### config.mk
export PLATFORM = sky130hd
export DESIGN_NAME = rme_ctrl
export DESIGN_NICKNAME = d
export VERILOG_FILES = /design/src/rtl/rme_pkg.sv /design/src/rtl/rme_ctrl.sv
export SDC_FILE = /design/constraint.sdc
export NUM_CORES = 1
export LEC_CHECK = 0
export BUFFER_PORTS_ARGS = -buffer_cell sky130_fd_sc_hd__buf_2
export CAP_MARGIN = 20
export CORE_AREA = 8 8 45 47
export DETAILED_ROUTE_END_ITERATION = 12
export DIE_AREA = 0 0 53 55
export MAX_ROUTING_LAYER = met4
export SYNTH_ARGS = -nofsm -noshare
export SYNTH_HDL_FRONTEND = slang
export SYNTH_SLANG_ARGS = --single-unit
### constraint.sdc
create_clock -name clk_i -period 1.5 [get_ports clk_i]
set_input_delay 0.225 -clock clk_i [delete_from_list [all_inputs] [get_ports clk_i]]
set_output_delay 0.225 -clock clk_i [all_outputs]
set_load 0.03 [all_outputs]
### src/rtl/rme_pkg.sv
package rme_pkg;

  localparam int unsigned WINDOW_MAX_DEF  = 32;
  localparam int unsigned SAMPLE_BITS_DEF = 24;

  localparam int unsigned LEN_W      = 6;
  localparam int unsigned GAIN_W     = 16;
  localparam int unsigned CEIL_W     = 24;
  localparam int unsigned OUT_W      = 24;
  localparam int unsigned CFG_IDX_W  = 2;
  localparam int unsigned CFG_DATA_W = 24;
  localparam int unsigned FRAC_BITS  = 8;

  localparam int unsigned LEN_RESET  = 20;
  localparam int unsigned GAIN_RESET = 256;
  localparam int unsigned CEIL_RESET = 256;

  typedef enum logic [CFG_IDX_W-1:0] {
    CFG_WINDOW_LENGTH = 2'd0,
    CFG_GAIN          = 2'd1,
    CFG_CEILING       = 2'd2
  } cfg_idx_e;

  typedef enum logic [2:0] {
    ST_IDLE,
    ST_EVICT,
    ST_INSERT,
    ST_MEDIAN,
    ST_MUL,
    ST_OUT
  } state_e;

  typedef struct packed {
    logic load;      // latch the accepted sample
    logic evict;     // drop the oldest word from the sorted list
    logic insert;    // add the new word to ring and sorted list
    logic median;    // pick the median and form the excess
    logic mul;       // scale by gain
    logic out_load;  // clamp and load the output register
  } cmd_t;

  typedef struct packed {
    logic full;
  } status_t;

endpackage

### src/rtl/rme_ctrl.sv
module rme_ctrl (
  input  logic             clk_i,
  input  logic             rst_ni,
  input  logic             in_valid_i,
  output logic             in_ready_o,
  output logic             out_valid_o,
  input  logic             out_ready_i,
  input  rme_pkg::status_t status_i,
  output rme_pkg::cmd_t    cmd_o
);

  import rme_pkg::*;

  state_e state_q, state_d;
  logic   out_valid_q, out_valid_d;
  cmd_t   cmd;
  logic   in_ready;

  always_ff @(posedge clk_i or negedge rst_ni) begin
    if (!rst_ni) begin
      state_q     <= ST_IDLE;
      out_valid_q <= 1'b0;
    end else begin
      state_q     <= state_d;
      out_valid_q <= out_valid_d;
    end
  end

  always_comb begin
    state_d  = state_q;
    cmd      = '0;
    in_ready = 1'b0;
    unique case (state_q)
      ST_IDLE: begin
        in_ready = 1'b1;
        if (in_valid_i) begin
          cmd.load = 1'b1;
          state_d  = status_i.full ? ST_EVICT : ST_INSERT;
        end
      end
      ST_EVICT: begin
        cmd.evict = 1'b1;
        state_d   = ST_INSERT;
      end
      ST_INSERT: begin
        cmd.insert = 1'b1;
        state_d    = ST_MEDIAN;
      end
      ST_MEDIAN: begin
        cmd.median = 1'b1;
        state_d    = ST_MUL;
      end
      ST_MUL: begin
        cmd.mul = 1'b1;
        state_d = ST_OUT;
      end
      ST_OUT: begin
        // hold until the output register is free or being drained
        if (!out_valid_q || out_ready_i) begin
          cmd.out_load = 1'b1;
          state_d      = ST_IDLE;
        end
      end
      default: begin
        state_d = ST_IDLE;
      end
    endcase
  end

  always_comb begin
    if (cmd.out_load) begin
      out_valid_d = 1'b1;
    end else if (out_ready_i) begin
      out_valid_d = 1'b0;
    end else begin
      out_valid_d = out_valid_q;
    end
  end

  assign in_ready_o  = in_ready;
  assign out_valid_o = out_valid_q;
  assign cmd_o       = cmd;

endmodule

==> flow_summary.toml, run 1 <==
[logic_synthesis]
syn-cell-area_sq_um = 262
ys_ff_latch = 4
syn_nets = 33
syn_inst = 28
syn_avg_cell_area_sq_um = 9.34
ys_seq_area_share_pct = 38.3
ys_types = 19
yosysWarnings = 0

[clock_network]
cts_sinks = 4
cts_root_buf = "clkbuf_4"
cts_made_buffers = 3
clock_path_buffers = 2
cts_tree = "built"
htree_levels = 1
clk_latency_ns = 0.23
path_clk_slew_ns = 0.04

[pwr]
combPwrFrac_pct = 54.0
p_clk_share_pct = 14.9
total_power_uw = 873
p_per_area_nw_per_um2 = 2370
intPower_uw = 446
ir_drop_uv = 630
p_leak_nw = 0.179
seq_power_share_pct = 31.1
p_sw_share_pct = 48.9
power.switching_uw = 427

[routing]
dr.pass1.iters = 4
totalWireLength_um = 609
drt-initial-drc-count = 4
drc = 0
via_per_inst = 4.05
num_vias = 235
final_antenna_net_count = 0
wl_per_cell_um = 10.5

[placed_design]
numPortBuffers = 12
place_congestion = 0.718
hpwl_um = 466
pre_cts_slack_ns = 0.220

[die]
fp-row-count = 14
dieHeight_um = 55
die_area_sq_um = 2920
initial_utilization_pct = 18.9
core_sq_um = 1380
io_pins = 13
die_w_um = 53

[timing]
clock_skew_ns = 0.00588
rsz0062_at_grt = "false"
hold_viol = 0
fin_crit_sh_pct = 93.8
worstMarginPinSlew_ns = 0.302
fmax_mhz = 711
setup_ws_ns = 0.0934
whs_ns = 0.324
finalSetupTns_ns = 0
drv_slew = 0
period_minus_slack_ns = 1.41
setup_violations = 0
relSlewSlack_pct = 79.8

[min_path]
hold_path.startpoint = "out_ready_i"
hold_path.class = "primary input to flip-flop"

[final_layout]
drive_gt1_share_pct = 52.4
nFillCells = 156
n_antenna_cell = 0
fin_nets = 49
synthToLayoutAreaGrowth_pct = 41.1

[critical_path]
reg2reg_setup_slack_ns = 0.40
start_kind = "flip-flop"
critPathLaunch = "state_q[1]"
end_kind = "output port"
crit_fanout = 10
arrival_ns = 1.18
path_class = "flip-flop to output port"
required_ns = 1.27
r2r_start = "state_q[1]"

[grt]
grt_usage_pct = 4.40
antenna_found_initial = 0
grt_overflow_total = 0
grt_pass1_vias = 222
grt_pass1_wl_um = 917
grt_max_degree = 13

[run]
cap_viol_max_count = 0

[status]
status = "complete, no violations"
[kinds of logic (layout without fill, tap and decap cells)]
family / Yosys count / after routing / synth area share [%]
DFF: 4 / 4 / 38.3
AOI/OAI and AO/OA: 7 / 7 / 19.6
buffers and inverters: 6 / 20 / 16.3
and+or+nand+nor: 11 / 11 / 25.8
[worst paths after layout]
kind | end | cells past startpoint
min in group asynchronous | out_valid_o | 2
max in group asynchronous | state_q[2] | 2
hold reg to reg | state_q[2] | 1
hold / removal | out_valid_o | 3
setup / recovery | cmd_o[0] | 3
setup reg to reg | state_q[0] | 3
[cell type report]
| cell class | count | area [sq um] | share of cell area [%] |
|---|---|---|---|
| tap | 16 | 20.0 | 5.42 |
| inverter | 2 | 7.51 | 2.03 |
| timing repair buffer | 15 | 90.1 | 24.4 |
| sequential | 4 | 104 | 28.1 |
| multi-input combinational | 18 | 125 | 33.9 |
| clock buffer | 3 | 22.5 | 6.10 |
[per-stage QoR]
step | instances | instance area (sq um) | utilization [%]
after CTS | 56 | 348 | 25.1
after global routing | 58 | 369 | 26.7
after global placement | 52 | 313 | 22.6
after floorplan | 28 | 268 | -
final | 58 | 369 | 26.7
after detailed placement | 52 | 313 | 22.6
[synthesized netlist by cell type]
cell / count / area (sq um)
nand2_1: 1 / 3.75
a211oi_1: 3 / 22.5
nand3b_1: 1 / 7.51
o21ai_1: 1 / 5.00
a21oi_1: 1 / 5.00
nor3_2: 1 / 10.0
buf_6: 2 / 22.5
buf_2: 1 / 5.00
and2_1: 1 / 6.26
dfrtp_1: 4 / 100
a211oi_2: 1 / 12.5
nor3_1: 1 / 5.00
buf_4: 1 / 7.51
nor2_1: 2 / 7.51
nand2b_1: 1 / 6.26
o22ai_1: 1 / 6.26
inv_1: 2 / 7.51
nor2b_1: 1 / 6.26
nor3b_1: 2 / 15.0
[power by group through the flow]
stage	Clock, mW	Combinational [mW]	Sequential (mW)
6_report	0.130	0.472	0.272
5_1_grt	0.144	0.513	0.287
4_1_cts	0.138	0.428	0.274
3_5_place_dp	0	0.425	0.271
3_3_place_gp	0	0.422	0.268
2_1_floorplan	0	0.444	0.195
[registers in the layout, summed over array words and instances (netlist names)]
signal and flops:
state_q 3, out_valid_o 1
[layer usage]
layer	vias up	wire length, um	GRT usage [%]
met3	0	43	1.87
li1	126	-	-
met5	-	0	-
met4	0	0	2.59
met1	100	296	5.49
met2	9	269	5.66
[repair_timing]
action,CTS,global route
gates cloned,0,0
endpoints found under the setup margin,2,3
endpoints found under the hold margin,4,0
hold buffers,1,0
setup buffers,0,2
resized for setup,2,5
[cells in the final DEF (no fill, tap or decap), drive strengths merged]
| cell | synthesis | final |
|---|---|---|
| buf | 4 | 14 |
| a211oi | 4 | 4 |
| dfrtp | 4 | 4 |
| clkbuf | 0 | 3 |
| nor2 | 2 | 2 |
| nor3b | 2 | 2 |
| inv | 2 | 2 |
| nor3 | 2 | 2 |
| nand2 | 1 | 1 |
| nor2b | 1 | 1 |
| nand3b | 1 | 1 |
| and2 | 1 | 1 |
| nand2b | 1 | 1 |
| a21oi | 1 | 1 |
| o21ai | 1 | 1 |
| o22ai | 1 | 1 |
| dlygate4sd3 | 0 | 1 |
[worst max-delay path: stages (launching register included)]
cell and delay (ns):
dfrtp_2 0.46, nand3b_1 0.20, nor2_1 0.11, buf_4 0.17
(Power assumes the default switching activity.)
==> inputs of run 2 (changes only) <==
==> constraint.sdc (replaced) <==
create_clock -name clk_i -period 1.5 [get_ports clk_i]
set_input_delay 0.3 -clock clk_i [delete_from_list [all_inputs] [get_ports clk_i]]
set_output_delay 0.3 -clock clk_i [all_outputs]
set_load 0.03 [all_outputs]
==> flow_summary.toml, run 2 (synthesis results as in run 1) <==
[critical_path]
crit_end = "cmd_o[0]"
required_ns = 1.20
rr_endpoint = "state_q[0]"
r2r_cells = 4
arrival_ns = 1.18
reg2reg_setup_slack_ns = 0.31
r2r_start = "state_q[2]"
critPathLaunch = "state_q[1]"
start_kind = "flip-flop"
path_class = "flip-flop to output port"
crit_fanout = 8
end_kind = "output port"

[die]
die_area_sq_um = 2920
dieHeight_um = 55
initial_utilization_pct = 18.9
core_sq_um = 1380
die_w_um = 53
io_pins = 13
fp-row-count = 14

[clock_network]
path_clk_slew_ns = 0.04
clk_latency_ns = 0.24
clock_path_buffers = 2
htree_levels = 1
cts_made_buffers = 3
cts_tree = "built"
cts_root_buf = "clkbuf_4"
cts_sinks = 4

[run]
cap_viol_max_count = 0

[timing]
fin_crit_sh_pct = 98.5
clock_skew_ns = 0.00486
setup_ws_ns = 0.0226
rsz0062_at_grt = "true"
worstMarginPinSlew_ns = 0.265
period_minus_slack_ns = 1.48
drv_slew = 0
setup_violations = 0
finalSetupTns_ns = 0
hold_viol = 0
fmax_mhz = 677
whs_ns = 0.394
relSlewSlack_pct = 82.2

[grt]
grt_usage_pct = 5.98
grt_max_degree = 11
grt_overflow_total = 0
antenna_found_initial = 0
grt_pass1_wl_mm = 1.14
grt_pass1_vias = 291

[pwr]
intPower_uw = 510
p_clk_share_pct = 13.8
combPwrFrac_pct = 59.4
power.switching_uw = 479
seq_power_share_pct = 26.8
p_leak_nw = 0.202
ir_drop_uv = 546
p_per_area_nw_per_um2 = 2380
p_sw_share_pct = 48.5

[final_layout]
fin_util_pct = 30.0
final_common_cell = "buf_2"
regArea_sq_um = 104
multi_input_area_sq_um = 143
largest_register_ffs = 3
fin_cells = 61
final_cell_mix = "buf_2 (8), buf_4 (7), a211oi_1 (3), clkbuf_4 (3), dfrtp_2 (3)"
n_antenna_cell = 0
fin_nets = 52
regMostFlops = "state_q"
nFillCells = 157
drive_gt1_share_pct = 64.4
synthToLayoutAreaGrowth_pct = 58.9

[status]
status = "complete, no violations"

[routing]
num_vias = 261
drt-initial-drc-count = 2
dr.pass1.iters = 2
via_per_inst = 4.28
drc = 0
totalWireLength_um = 766
wl_per_cell_um = 12.6
final_antenna_net_count = 0

[placed_design]
dp.cells = 53
numPortBuffers = 12
pre_cts_slack_ns = 0.136
place_congestion = 0.792

[min_path]
hold_path.class = "primary input to async pin"
-- run 2: final cells by class --
cell class                 count  share of cell area [%]
timing repair buffer          18                    28.6
sequential                     4                    25.0
inverter                       2                    1.81
multi-input combinational     18                    34.3
clock buffer                   3                    5.42
tap                           16                    4.82
-- run 2: power groups by stage --
| stage | combinational (mW) | sequential [mW] | clock, mW |
|---|---|---|---|
| final | 0.587 | 0.265 | 0.137 |
| after CTS | 0.557 | 0.270 | 0.141 |
| after global placement | 0.459 | 0.272 | 0 |
| after floorplan | 0.470 | 0.195 | 0 |
| after global routing | 0.621 | 0.276 | 0.147 |
| after detailed placement | 0.459 | 0.275 | 0 |
-- run 2: stage by stage --
| stage | power [mW] | cell area [sq um] |
|---|---|---|
| 6_report | 0.989 | 415 |
| 5_1_grt | 1.04 | 415 |
| 4_1_cts | 0.969 | 402 |
| 3_5_place_dp | 0.735 | 335 |
| 3_3_place_gp | 0.732 | 335 |
| 2_1_floorplan | 0.665 | 283 |
-- run 2: critical path: stages, from the launching register on --
cell and delay, ns:
dfrtp_2 0.46, nand3b_1 0.21, nor2_1 0.10, buf_4 0.16
-- run 2: timing repair --
item | CTS | global route
pin swaps | 0 | 2
hold buffers | 1 | 0
setup endpoints to repair | 7 | 3
hold endpoints to repair | 4 | 0
gates resized for setup | 6 | 4
setup buffers | 3 | 1
-- run 2: layer usage --
metal	vias to the layer above	global-route usage [%]	share of wire [%]
met5	-	-	0
met4	0	7.76	0
met3	0	2.41	3.8
met2	3	11.3	65
met1	126	3.21	31
li1	132	-	-
-- run 2: how the worst min path moves through the flow --
stage	endpoint	slack (ns)
after floorplan	out_valid_o	0.004
final	state_q[2]	0.39
after global routing	state_q[2]	0.40
after detailed placement	out_valid_o	0.11
after CTS	out_valid_o	0.39
after global placement	out_valid_o	0.11
==> inputs of run 3 (changes only) <==
--- a/config.mk
+++ b/config.mk
@@ -5,12 +5,15 @@
 export SDC_FILE = /design/constraint.sdc
 export NUM_CORES = 1
 export LEC_CHECK = 0
+export ABC_AREA = 0
 export BUFFER_PORTS_ARGS = -buffer_cell sky130_fd_sc_hd__buf_2
 export CAP_MARGIN = 20
 export CORE_AREA = 8 8 45 47
+export CTS_BUF_LIST = sky130_fd_sc_hd__clkbuf_16
 export DETAILED_ROUTE_END_ITERATION = 12
 export DIE_AREA = 0 0 53 55
 export MAX_ROUTING_LAYER = met4
 export SYNTH_ARGS = -nofsm -noshare
 export SYNTH_HDL_FRONTEND = slang
 export SYNTH_SLANG_ARGS = --single-unit
+export TNS_END_PERCENT = 1
==> flow_summary.toml, run 3 (synthesis results as in run 1) <==
[status]
status = "complete, no violations"

[timing]
fmax_mhz = 681
relSlewSlack_pct = 82.4
worstMarginPinSlew_ns = 0.263
hold_viol = 0
setup_violations = 0
fin_crit_sh_pct = 97.8
rsz0062_at_grt = "true"
drv_slew = 0
whs_ns = 0.408
clock_skew_ns = 0.00213
period_minus_slack_ns = 1.47

[routing]
via_per_inst = 4.38
route.met3.wl_um = 86
drt-initial-drc-count = 2
totalWireLength_um = 697
m1WireLength_um = 279
highest_layer = "met4"
num_vias = 263
dr.pass1.iters = 3
final_antenna_net_count = 0
drc = 0
wl_met2_um = 311
wl_per_cell_um = 11.6

[die]
initial_utilization_pct = 18.9
io_pins = 13
fp-row-count = 14
core_sq_um = 1380
die_area_sq_um = 2920
die_w_um = 53
dieHeight_um = 55

[final_layout]
n_antenna_cell = 0
final_common_cell = "buf_2"
largest_register_ffs = 3
regMostFlops = "state_q"
drive_gt1_share_pct = 59.1
fin_cells = 60
synthToLayoutAreaGrowth_pct = 73.2
final_cell_mix = "buf_2 (7), buf_4 (6), a211oi_1 (3), clkbuf_16 (3), dfrtp_2 (3)"
fin_nets = 51

[critical_path]
path_cells = "buf_4 -> nor3_1 -> buf_4"
r2r_start = "state_q[1]"
reg2reg_setup_slack_ns = 0.44
required_ns = 1.20
path_class = "flip-flop to output port"
start_kind = "flip-flop"
cpPeakStageDelay_ns = 0.44
crit_fanout = 6
critPathTopFamily = "flip-flops"
crit_buf_inv = 2
arrival_ns = 1.17
crit_top_cell = "buf_4"
critPathLaunch = "state_q[1]"
cpMaxStageDelayCell = "dfrtp_2"
end_kind = "output port"

[placed_design]
hpwl_um = 463
numPortBuffers = 12
place_congestion = 0.756
dp.cells = 52

[grt]
grt_usage_pct = 5.31
grt_max_degree = 13
grt_pass1_wl_mm = 1.06
antenna_found_initial = 0
grt_overflow_total = 0
grt_pass1_vias = 243

[clock_network]
path_clk_slew_ns = 0.03
cts_tree = "built"
cts_sinks = 4
clk_latency_ns = 0.22
htree_levels = 1
clock_path_buffers = 2
cts_made_buffers = 3
cts_root_buf = "clkbuf_16"

[pwr]
p_leak_nw = 0.215
ir_drop_uv = 722
p_per_area_nw_per_um2 = 2720

[min_path]
hold_path.class = "primary input to async pin"

[run]
cap_viol_max_count = 0
==> run 3: changes by cell type in the layout (fill, tap and decap cells not counted) <==
| cell | previous run | this run |
|---|---|---|
| buf_2 | 8 | 7 |
| nor3b_2 | 2 | 1 |
| buf_4 | 7 | 6 |
| nor3b_1 | 0 | 1 |
| nor3_2 | 1 | 0 |
| clkbuf_4 | 3 | 1 |
| nor3_1 | 0 | 1 |
| clkbuf_16 | 0 | 3 |
==> run 3: where the power goes <==
part           internal (mW)  total (mW)  switching (mW)
registers              0.162       0.265           0.103
logic                  0.252       0.561           0.310
clock network          0.340       0.406          0.0660
total                  0.754        1.23           0.479
==> run 3: repair_timing <==
item,4_1_cts,5_1_grt
setup endpoints to repair,6,4
buffers inserted,0,4
hold buffers,1,0
endpoints found under the hold margin,4,0
resized for setup,5,7
==> run 3: through the flow <==
stage | instance area, sq um | power, mW | setup WS (ns) | TNS [ns] | util, %
detailed placement | 318 | 0.702 | 0.144 | 0 | 23.0
CTS | 412 | 1.14 | -0.00109 | -0.00109 | 29.7
finish | 453 | 1.23 | 0.0325 | 0 | 32.7
global placement | 318 | 0.694 | 0.153 | 0 | 23.0
floorplan | 273 | 0.647 | -0.0834 | -0.143 | -
global route | 453 | 1.31 | -0.0522 | -0.0855 | 32.7
==> run 3: worst paths after layout <==
kind / depth (start not counted) / endpoint
worst min register to register: 1 / state_q[1]
max in group asynchronous: 2 / state_q[0]
worst max register to register: 3 / state_q[0]
worst max-delay path: 3 / cmd_o[4]
min in group clk_i: 3 / out_valid_o
worst min-delay path: 2 / out_valid_o
==> run 3: layout make-up <==
class,instances,area (sq um)
fill,152,931
sequential,4,104
timing repair buffer,17,114
clock buffer,3,75.1
tap,16,20.0
inverter,2,7.51
multi-input combinational,18,133
==> run 3: metal layers <==
| metal | vias up | global-route usage [%] |
|---|---|---|
| met5 | - | - |
| met4 | 0 | 5.17 |
| met3 | 2 | 3.48 |
| met2 | 10 | 6.64 |
| met1 | 122 | 5.36 |
| li1 | 129 | - |
